[src/ahbd_pkg.sv]
// Shared types, constants and arithmetic helpers for the heater burst driver.
package ahbd_pkg;

	localparam int SAMPLE_W   = 10;
	localparam int TICK_W     = 16;
	localparam int DUTY_W     = 8;
	localparam int DUTY_SAT_W = 7;
	localparam int PROD_W     = TICK_W + DUTY_SAT_W;
	localparam int CFG_IDX_W  = 2;
	localparam int CFG_DATA_W = 16;

	localparam logic [DUTY_SAT_W-1:0] DUTY_MAX = 7'd100;

	localparam logic [SAMPLE_W-1:0] ZERO_OFFSET_RST  = 10'd419;
	localparam logic [SAMPLE_W-1:0] CURRENT_BAND_RST = 10'd2;
	localparam logic [TICK_W-1:0]   CYCLE_TICKS_RST  = 16'd16383;

	// floor(y / 25) = (y * RECIP_25) >> 26 holds for y below 2^21
	localparam logic [21:0] RECIP_25   = 22'd2684355;
	// floor(d / 10) = (d * RECIP_10) >> 11 holds for d up to 100
	localparam logic [7:0]  RECIP_10   = 8'd205;

	typedef enum logic [CFG_IDX_W-1:0] {
		CFG_ZERO_OFFSET  = 2'd0,
		CFG_CURRENT_BAND = 2'd1,
		CFG_CYCLE_TICKS  = 2'd2
	} cfg_idx_t;

	typedef enum logic [1:0] {
		PH_IDLE = 2'd0,
		PH_WAIT = 2'd1,
		PH_RUN  = 2'd2
	} phase_t;

	typedef struct packed {
		logic                  start_req;
		logic                  full_cycle_mode;
		logic [DUTY_SAT_W-1:0] duty_sat;
		logic [SAMPLE_W-1:0]   current_sample;
		logic [PROD_W-1:0]     on_prod;
	} item_t;

	// Divide the product cycle_ticks * duty by 100: drop two bits, then divide by 25.
	function automatic logic [TICK_W-1:0] div100(input logic [PROD_W-1:0] x);
		logic [20:0] y;
		logic [42:0] p;
		y = x[PROD_W-1:2];
		p = {22'd0, y} * {21'd0, RECIP_25};
		return p[41:26];
	endfunction

	// Whole tens of a saturated duty.
	function automatic logic [3:0] div10(input logic [DUTY_SAT_W-1:0] d);
		logic [14:0] p;
		p = {8'd0, d} * {7'd0, RECIP_10};
		return p[14:11];
	endfunction

endpackage

[src/ahbd_in_stage.sv]
// Input register: captures one tick beat, saturates duty and forms cycle_ticks * duty.
module ahbd_in_stage (
	input  logic                         clk,
	input  logic                         arst_n,
	input  logic                         item_valid,
	output logic                         item_stall,
	input  logic                         start_req,
	input  logic                         full_cycle_mode,
	input  logic [ahbd_pkg::DUTY_W-1:0]  duty_percent,
	input  logic [ahbd_pkg::SAMPLE_W-1:0] current_sample,
	input  logic [ahbd_pkg::TICK_W-1:0]  per,
	input  logic                         advance,
	output logic                         valid_s1,
	output ahbd_pkg::item_t              item_s1
);

	logic [ahbd_pkg::DUTY_SAT_W-1:0] duty_sat;
	logic [ahbd_pkg::PROD_W-1:0]     prod;
	logic                            load;

	assign item_stall = valid_s1 && !advance;
	assign load       = item_valid && !item_stall;

	always_comb begin
		if (duty_percent > {1'b0, ahbd_pkg::DUTY_MAX}) begin
			duty_sat = ahbd_pkg::DUTY_MAX;
		end else begin
			duty_sat = duty_percent[ahbd_pkg::DUTY_SAT_W-1:0];
		end
		prod = {{ahbd_pkg::DUTY_SAT_W{1'b0}}, per} * {{ahbd_pkg::TICK_W{1'b0}}, duty_sat};
	end

	always_ff @(posedge clk or negedge arst_n) begin
		if (!arst_n) begin
			valid_s1 <= 1'b0;
		end else if (!item_stall) begin
			valid_s1 <= item_valid;
		end
	end

	always_ff @(posedge clk) begin
		if (load) begin
			item_s1.start_req       <= start_req;
			item_s1.full_cycle_mode <= full_cycle_mode;
			item_s1.duty_sat        <= duty_sat;
			item_s1.current_sample  <= current_sample;
			item_s1.on_prod         <= prod;
		end
	end

endmodule

[src/ahbd_ctrl.sv]
// Burst sequencer: phase state, tick and cycle counters, and the result register.
module ahbd_ctrl #(
	parameter int CYCLES_PER_BURST = 10
) (
	input  logic                          clk,
	input  logic                          arst_n,
	input  logic                          valid_s1,
	input  ahbd_pkg::item_t               item_s1,
	input  logic                          advance,
	input  logic [ahbd_pkg::SAMPLE_W-1:0] zero_offset,
	input  logic [ahbd_pkg::SAMPLE_W-1:0] current_band,
	input  logic [ahbd_pkg::TICK_W-1:0]   per,
	output logic                          res_valid,
	output logic                          heater_on,
	output logic                          busy_res,
	output logic                          burst_done
);

	localparam int CW = $clog2(CYCLES_PER_BURST + 1);
	localparam logic [CW:0] CYC_LAST = (CW + 1)'(CYCLES_PER_BURST);
	localparam logic [3:0]  CYC_SAT  = 4'(CYCLES_PER_BURST);

	ahbd_pkg::phase_t              phase_q, phase_n;
	logic [ahbd_pkg::TICK_W-1:0]   tick_q, tick_n;
	logic [CW-1:0]                 cyc_q, cyc_n;
	logic [CW-1:0]                 on_cyc_q, on_cyc_n;
	logic [ahbd_pkg::TICK_W-1:0]   on_tick_q, on_tick_n;
	logic                          dimmer_q, dimmer_n;
	logic                          drive_q, drive_n;
	logic                          heat, busy, done;
	logic [ahbd_pkg::SAMPLE_W-1:0] offset_abs;
	logic                          flows;
	logic [3:0]                    tens;
	logic                          step;

	assign step = advance && valid_s1;

	always_comb begin
		if (item_s1.current_sample >= zero_offset) begin
			offset_abs = item_s1.current_sample - zero_offset;
		end else begin
			offset_abs = zero_offset - item_s1.current_sample;
		end
		flows = offset_abs > current_band;
		tens  = ahbd_pkg::div10(item_s1.duty_sat);
	end

	always_comb begin
		phase_n   = phase_q;
		tick_n    = tick_q;
		cyc_n     = cyc_q;
		on_cyc_n  = on_cyc_q;
		on_tick_n = on_tick_q;
		dimmer_n  = dimmer_q;
		drive_n   = drive_q;
		heat      = drive_q;
		busy      = 1'b0;
		done      = 1'b0;
		unique case (phase_q)
			ahbd_pkg::PH_IDLE: begin
				if (item_s1.start_req) begin
					if (item_s1.duty_sat == '0) begin
						drive_n = 1'b0;
						heat    = 1'b0;
						done    = 1'b1;
					end else begin
						dimmer_n  = !item_s1.full_cycle_mode;
						on_cyc_n  = (tens > CYC_SAT) ? CYC_SAT[CW-1:0] : tens[CW-1:0];
						on_tick_n = ahbd_pkg::div100(item_s1.on_prod);
						tick_n    = '0;
						cyc_n     = '0;
						busy      = 1'b1;
						phase_n   = flows ? ahbd_pkg::PH_RUN : ahbd_pkg::PH_WAIT;
					end
				end
			end
			ahbd_pkg::PH_WAIT: begin
				busy = 1'b1;
				if (flows) begin
					tick_n  = '0;
					cyc_n   = '0;
					phase_n = ahbd_pkg::PH_RUN;
				end
			end
			ahbd_pkg::PH_RUN: begin
				busy    = 1'b1;
				heat    = dimmer_q ? (tick_q < on_tick_q) : (cyc_q < on_cyc_q);
				drive_n = heat;
				if (({1'b0, tick_q} + 17'd1) >= {1'b0, per}) begin
					tick_n = '0;
					if (({1'b0, cyc_q} + (CW + 1)'(1)) >= CYC_LAST) begin
						cyc_n   = '0;
						done    = 1'b1;
						phase_n = ahbd_pkg::PH_IDLE;
						if (dimmer_q) begin
							drive_n = 1'b0;
						end
					end else begin
						cyc_n = cyc_q + CW'(1);
					end
				end else begin
					tick_n = tick_q + 16'd1;
				end
			end
			default: begin
				phase_n = ahbd_pkg::PH_IDLE;
			end
		endcase
	end

	always_ff @(posedge clk or negedge arst_n) begin
		if (!arst_n) begin
			phase_q   <= ahbd_pkg::PH_IDLE;
			tick_q    <= '0;
			cyc_q     <= '0;
			on_cyc_q  <= '0;
			on_tick_q <= '0;
			dimmer_q  <= 1'b0;
			drive_q   <= 1'b0;
		end else if (step) begin
			phase_q   <= phase_n;
			tick_q    <= tick_n;
			cyc_q     <= cyc_n;
			on_cyc_q  <= on_cyc_n;
			on_tick_q <= on_tick_n;
			dimmer_q  <= dimmer_n;
			drive_q   <= drive_n;
		end
	end

	always_ff @(posedge clk or negedge arst_n) begin
		if (!arst_n) begin
			res_valid <= 1'b0;
		end else if (advance) begin
			res_valid <= valid_s1;
		end
	end

	always_ff @(posedge clk) begin
		if (step) begin
			heater_on  <= heat;
			busy_res   <= busy;
			burst_done <= done;
		end
	end

endmodule

[src/ac_heater_burst_driver_unit.sv]
// Top level of the burst-fire heater driver: configuration registers and pipeline glue.
//
//  channel   direction  handshake                fields
//  item      in         item_valid / item_stall  start_req full_cycle_mode duty_percent
//                                                current_sample
//  result    out        res_valid / res_stall    heater_on busy_res burst_done
//  config    in         cfg_we                   cfg_index cfg_wdata
//
// One tick beat enters per clock while the result channel does not stall; its result
// leaves through the input register and then the result register.
// The tick beat is registered with cycle_ticks * duty already formed; the sequencer
// then divides by 100 and steps the counters in one pass before the result register.
// Reset clears the sequencer to idle with the heater off and loads the register defaults.
// A stalled result holds the result register and backs up into the input register;
// item_stall rises only when both stages are full.
module ac_heater_burst_driver_unit #(
	parameter int CYCLES_PER_BURST = 10
) (
	input  logic                            clk,
	input  logic                            arst_n,
	input  logic                            item_valid,
	output logic                            item_stall,
	input  logic                            start_req,
	input  logic                            full_cycle_mode,
	input  logic [ahbd_pkg::DUTY_W-1:0]     duty_percent,
	input  logic [ahbd_pkg::SAMPLE_W-1:0]   current_sample,
	output logic                            res_valid,
	input  logic                            res_stall,
	output logic                            heater_on,
	output logic                            busy_res,
	output logic                            burst_done,
	input  logic                            cfg_we,
	input  logic [ahbd_pkg::CFG_IDX_W-1:0]  cfg_index,
	input  logic [ahbd_pkg::CFG_DATA_W-1:0] cfg_wdata
);

	logic [ahbd_pkg::SAMPLE_W-1:0] zero_offset_q;
	logic [ahbd_pkg::SAMPLE_W-1:0] current_band_q;
	logic [ahbd_pkg::TICK_W-1:0]   cycle_ticks_q;
	logic [ahbd_pkg::TICK_W-1:0]   per;
	logic                          advance;
	logic                          valid_s1;
	ahbd_pkg::item_t               item_s1;

	// Register writes; an index past the list is dropped.
	always_ff @(posedge clk or negedge arst_n) begin
		if (!arst_n) begin
			zero_offset_q  <= ahbd_pkg::ZERO_OFFSET_RST;
			current_band_q <= ahbd_pkg::CURRENT_BAND_RST;
			cycle_ticks_q  <= ahbd_pkg::CYCLE_TICKS_RST;
		end else if (cfg_we) begin
			unique case (ahbd_pkg::cfg_idx_t'(cfg_index))
				ahbd_pkg::CFG_ZERO_OFFSET:  zero_offset_q  <= cfg_wdata[ahbd_pkg::SAMPLE_W-1:0];
				ahbd_pkg::CFG_CURRENT_BAND: current_band_q <= cfg_wdata[ahbd_pkg::SAMPLE_W-1:0];
				ahbd_pkg::CFG_CYCLE_TICKS:  cycle_ticks_q  <= cfg_wdata;
				default: ;
			endcase
		end
	end

	// A zero cycle length behaves as one tick.
	assign per = (cycle_ticks_q == '0) ? 16'd1 : cycle_ticks_q;

	// Advance whenever the result register is empty or its beat is taken.
	assign advance = !res_valid || !res_stall;

	ahbd_in_stage u_in (
		.clk             (clk),
		.arst_n          (arst_n),
		.item_valid      (item_valid),
		.item_stall      (item_stall),
		.start_req       (start_req),
		.full_cycle_mode (full_cycle_mode),
		.duty_percent    (duty_percent),
		.current_sample  (current_sample),
		.per             (per),
		.advance         (advance),
		.valid_s1        (valid_s1),
		.item_s1         (item_s1)
	);

	ahbd_ctrl #(
		.CYCLES_PER_BURST (CYCLES_PER_BURST)
	) u_ctrl (
		.clk          (clk),
		.arst_n       (arst_n),
		.valid_s1     (valid_s1),
		.item_s1      (item_s1),
		.advance      (advance),
		.zero_offset  (zero_offset_q),
		.current_band (current_band_q),
		.per          (per),
		.res_valid    (res_valid),
		.heater_on    (heater_on),
		.busy_res     (busy_res),
		.burst_done   (burst_done)
	);

endmodule

[config.mk]
export PLATFORM = sky130hd
export DESIGN_NAME = ac_heater_burst_driver_unit
export DESIGN_NICKNAME = d
export VERILOG_FILES = /design/src/ahbd_pkg.sv /design/src/ahbd_in_stage.sv /design/src/ahbd_ctrl.sv /design/src/ac_heater_burst_driver_unit.sv
export SDC_FILE = /design/constraint.sdc
export NUM_CORES = 1
export LEC_CHECK = 0
export ABC_AREA = 1
export BUFFER_PORTS_ARGS = -buffer_cell sky130_fd_sc_hd__buf_2
export CORE_ASPECT_RATIO = 0.75
export CORE_UTILIZATION = 31
export DETAILED_ROUTE_END_ITERATION = 7
export GPL_ROUTABILITY_DRIVEN = 1
export SLEW_MARGIN = 20
export SYNTH_ARGS = -nofsm -noshare
export SYNTH_HDL_FRONTEND = slang
export SYNTH_SLANG_ARGS = --single-unit
[constraint.sdc]
create_clock -name clk -period 8.89 [get_ports clk]
set_clock_uncertainty 0.05 [all_clocks]
set_input_delay 0.889 -clock clk [delete_from_list [all_inputs] [get_ports clk]]
set_output_delay 0.889 -clock clk [all_outputs]
set_load 0.005 [all_outputs]
==> metrics.txt <==
status complete, no violations; unrepaired setup endpoints after global routing no; Setup crit end kind flop; GRT Total Usage 16.57%; Iteration-0 DRC Markers 1116; Mapped Nets 3050; final setup TNS 0 ns; clock-pin slew on the worst setup and hold paths 0.07 ns; htree depth 4; # clock sinks 125; Slew @ Worst Pin 0.9130 ns; syn_area_per_cell 8.284 µm²; min-delay worst type in -> async; Setup CP Type reg -> reg; EDFF count, synth 43; register area share after synthesis 16.77%; busiest grt layer met1; Final Critical Period 6.217 ns; gpl congestion approximately 0.95; synth unique cells 57; worst setup margin 2.673 ns; Port Buffers between 40 and 50; core area between 60000 and 70000 µm²; fill count 6810; ant diodes 0; clk buf depth 2; Hold Vio Cnt, Final 0; Final HPWL DP 45.14 mm; largest net degree at the start of global routing 64; Final setup viols 0; Mapped Area 20090 µm²; nets 3092; met1 Usage GRT 26.79%; hold_ws 0.2675 ns; initial core utilization 31.46%; CTS tree built; Avg Vias per Cell 4.695; area added between synthesis and finish 8.926%; DRT antenna net count 0; die area ~66000 µm²; initial antenna violation count 0; crit start category flop; DRC 0; Setup Buffers After CTS 0; GR met2 Demand/Resource 21.95%; final wirelength 52.41 mm; Post-Place Setup Slack 2.512 ns; Cell Rows 80; CP Data Required Time roughly 9.2 ns; Slew HR 38.91%; fmax 160.9 MHz; Post-synth ARST share approximately 66%; period utilization 69.93%; Root Buffer clkbuf_16; Post-CTS Hold Buffers 0; CTS Buf Count 17; first-pass GRT wire length 85.30 mm; CP max FO 7; critical path arrival 6.50 ns; IO Pins 48; first-pass iteration count of the detailed router 6; layout cells sized above 1 around 6%; most used flip-flop cell after synthesis dfrtp_1; post-cts sizing count 0; vias in the first global route between 15000 and 20000; met3 usage 3.931%; Vias 15687; wire per inst 15.69 µm; maxcap violations 0; later-pin clock latency in the skew report between 0.4 and 0.5 ns; YS warnings 0; Slew Limit Fails 0; Die W 295.9 µm; global-route congestion overflow total 0; Mapped Cells between 2000 and 2500; Seq cells post-synth 125; Die Y 222.5 µm
## stage by stage
stage                     util [%]  cells  area, µm²
after floorplan                  -   2425      20090
after global placement       33.36   3309      21300
after detailed placement     33.36   3309      21300
after CTS                    34.26   3341      21880
after global routing         34.26   3341      21880
final                        34.26   3341      21880
## routing by layer
metal | vias up | share of wire [%] | wire, µm
li1 | 7705 | - | -
met1 | 7520 | 54 | 28210
met2 | 430 | 38 | 19760
met3 | 32 | 7.4 | 3903
met4 | 0 | 1.0 | 534
met5 | - | 0 | 0
## layout by cell type (no fill, tap or decap), types with 3 or more instances in the layout
| master | n |
|---|---|
| inv_1 | 555 |
| nand2_1 | 436 |
| ha_1 | 348 |
| fa_1 | 234 |
| nor2_1 | 196 |
| o21ai_0 | 107 |
| a21oi_1 | 106 |
| nand3_1 | 70 |
| dfrtp_1 | 62 |
| buf_2 | 46 |
| edfxtp_1 | 43 |
| xor2_1 | 39 |
| nand4_1 | 25 |
| dfstp_2 | 20 |
| clkbuf_16 | 18 |
| nor3_1 | 17 |
| xnor2_1 | 14 |
| o21bai_1 | 12 |
| o21ai_2 | 12 |
| a31oi_1 | 11 |
| a21o_1 | 9 |
| or2_2 | 8 |
| nand3b_1 | 8 |
| nor4_1 | 7 |
| a21boi_0 | 7 |
| nor2_2 | 5 |
| o21ai_1 | 5 |
| buf_4 | 5 |
| clkinv_4 | 4 |
| inv_6 | 4 |
| o211ai_1 | 3 |
| o21a_1 | 3 |
## cell usage after synthesis (all sizes together) (8+ instances only)
library cell | n | area [µm²]
dfrtp | 62 | 1551
o21ai | 124 | 665.6
a21boi | 9 | 67.56
edfxtp | 43 | 1291
nand3 | 71 | 360.3
a21oi | 106 | 530.5
nor2 | 202 | 778.3
or2 | 8 | 50.05
dfstp | 20 | 525.5
a21o | 9 | 67.56
a31oi | 11 | 68.82
nor3 | 19 | 111.4
ha | 348 | 4354
nor4 | 8 | 56.30
buf | 14 | 75.07
fa | 234 | 4684
xor2 | 39 | 341.6
nand3b | 8 | 60.06
o21bai | 12 | 90.09
nand2 | 440 | 1680
nand4 | 27 | 198.9
clkbuf | 14 | 53.80
inv | 558 | 2097
xnor2 | 14 | 122.6
## worst max-delay path: stages (launching register included)
cell and delay, ns:
edfxtp_1 0.65, inv_1 0.20, fa_1 0.59, fa_1 0.45
fa_1 0.54, fa_1 0.44, fa_1 0.49, inv_1 0.05
fa_1 0.52, inv_1 0.05, fa_1 0.53, inv_1 0.04
ha_1 0.31, nand2_1 0.14, nor2_1 0.19, inv_1 0.10
nor2_1 0.19, inv_1 0.06, o21ai_0 0.17, nand2_1 0.09
nand3_1 0.07, nand2_1 0.05, nand3_1 0.06, nand2_1 0.06
## cell families (layout without fill, tap and decap cells)
kind of cell,count (synthesis),after routing,synth area share [%]
and+or+nand+nor,786,786,16.51
buffers and inverters,587,642,11.10
adders and majority gates,582,582,45.00
xor gates and xnor gates,53,53,2.311
AOI/OAI and AO/OA,292,292,8.315
DFF,125,125,16.77
## registers in the layout, indices dropped and copies added (netlist names)
register and flops:
current_band_q 10, cycle_ticks_q 16, u_ctrl.burst_done 1, u_ctrl.busy_res 1, u_ctrl.cyc_q 4, u_ctrl.dimmer_q 1, u_ctrl.drive_q 1, u_ctrl.heater_on 1
u_ctrl.on_cyc_q 4, u_ctrl.on_tick_q 16, u_ctrl.phase_q 2, u_ctrl.res_valid 1, u_ctrl.tick_q 16, u_in.item_s1 40, u_in.valid_s1 1, zero_offset_q 10
## area by class of cell
cell class	count	area [µm²]	area share, %
Timing Repair Buffer	51	267.8	1.224
Clock buffer	18	450.4	2.059
Sequential cell	125	3368	15.39
Multi-Input combinational cell	1713	14490	66.22
Tap cell	861	1077	4.923
Inverter	559	2101	9.601
Clock inverter	14	126.4	0.5775
## worst paths after layout
path,slack [ns],end,cells after the start,startpoint
min in group clk,0.40,u_ctrl.dimmer_q$_DFFE_PN0P_,1,u_in.item_s1[40]$_DFFE_PP_
setup / recovery,2.67,u_ctrl.on_tick_q[15]$_DFFE_PN0P_,23,u_in.item_s1[6]$_DFFE_PP_
max in group asynchronous,7.37,u_ctrl.on_tick_q[4]$_DFFE_PN0P_,2,arst_n
hold reg to reg,0.40,u_ctrl.dimmer_q$_DFFE_PN0P_,1,u_in.item_s1[40]$_DFFE_PP_
hold / removal,0.27,current_band_q[6]$_DFFE_PN0P_,1,arst_n
setup reg to reg,2.67,u_ctrl.on_tick_q[15]$_DFFE_PN0P_,23,u_in.item_s1[6]$_DFFE_PP_
Power is not shown: default switching activity piles up to over one toggle a cycle in this logic, so the estimate is an artifact.
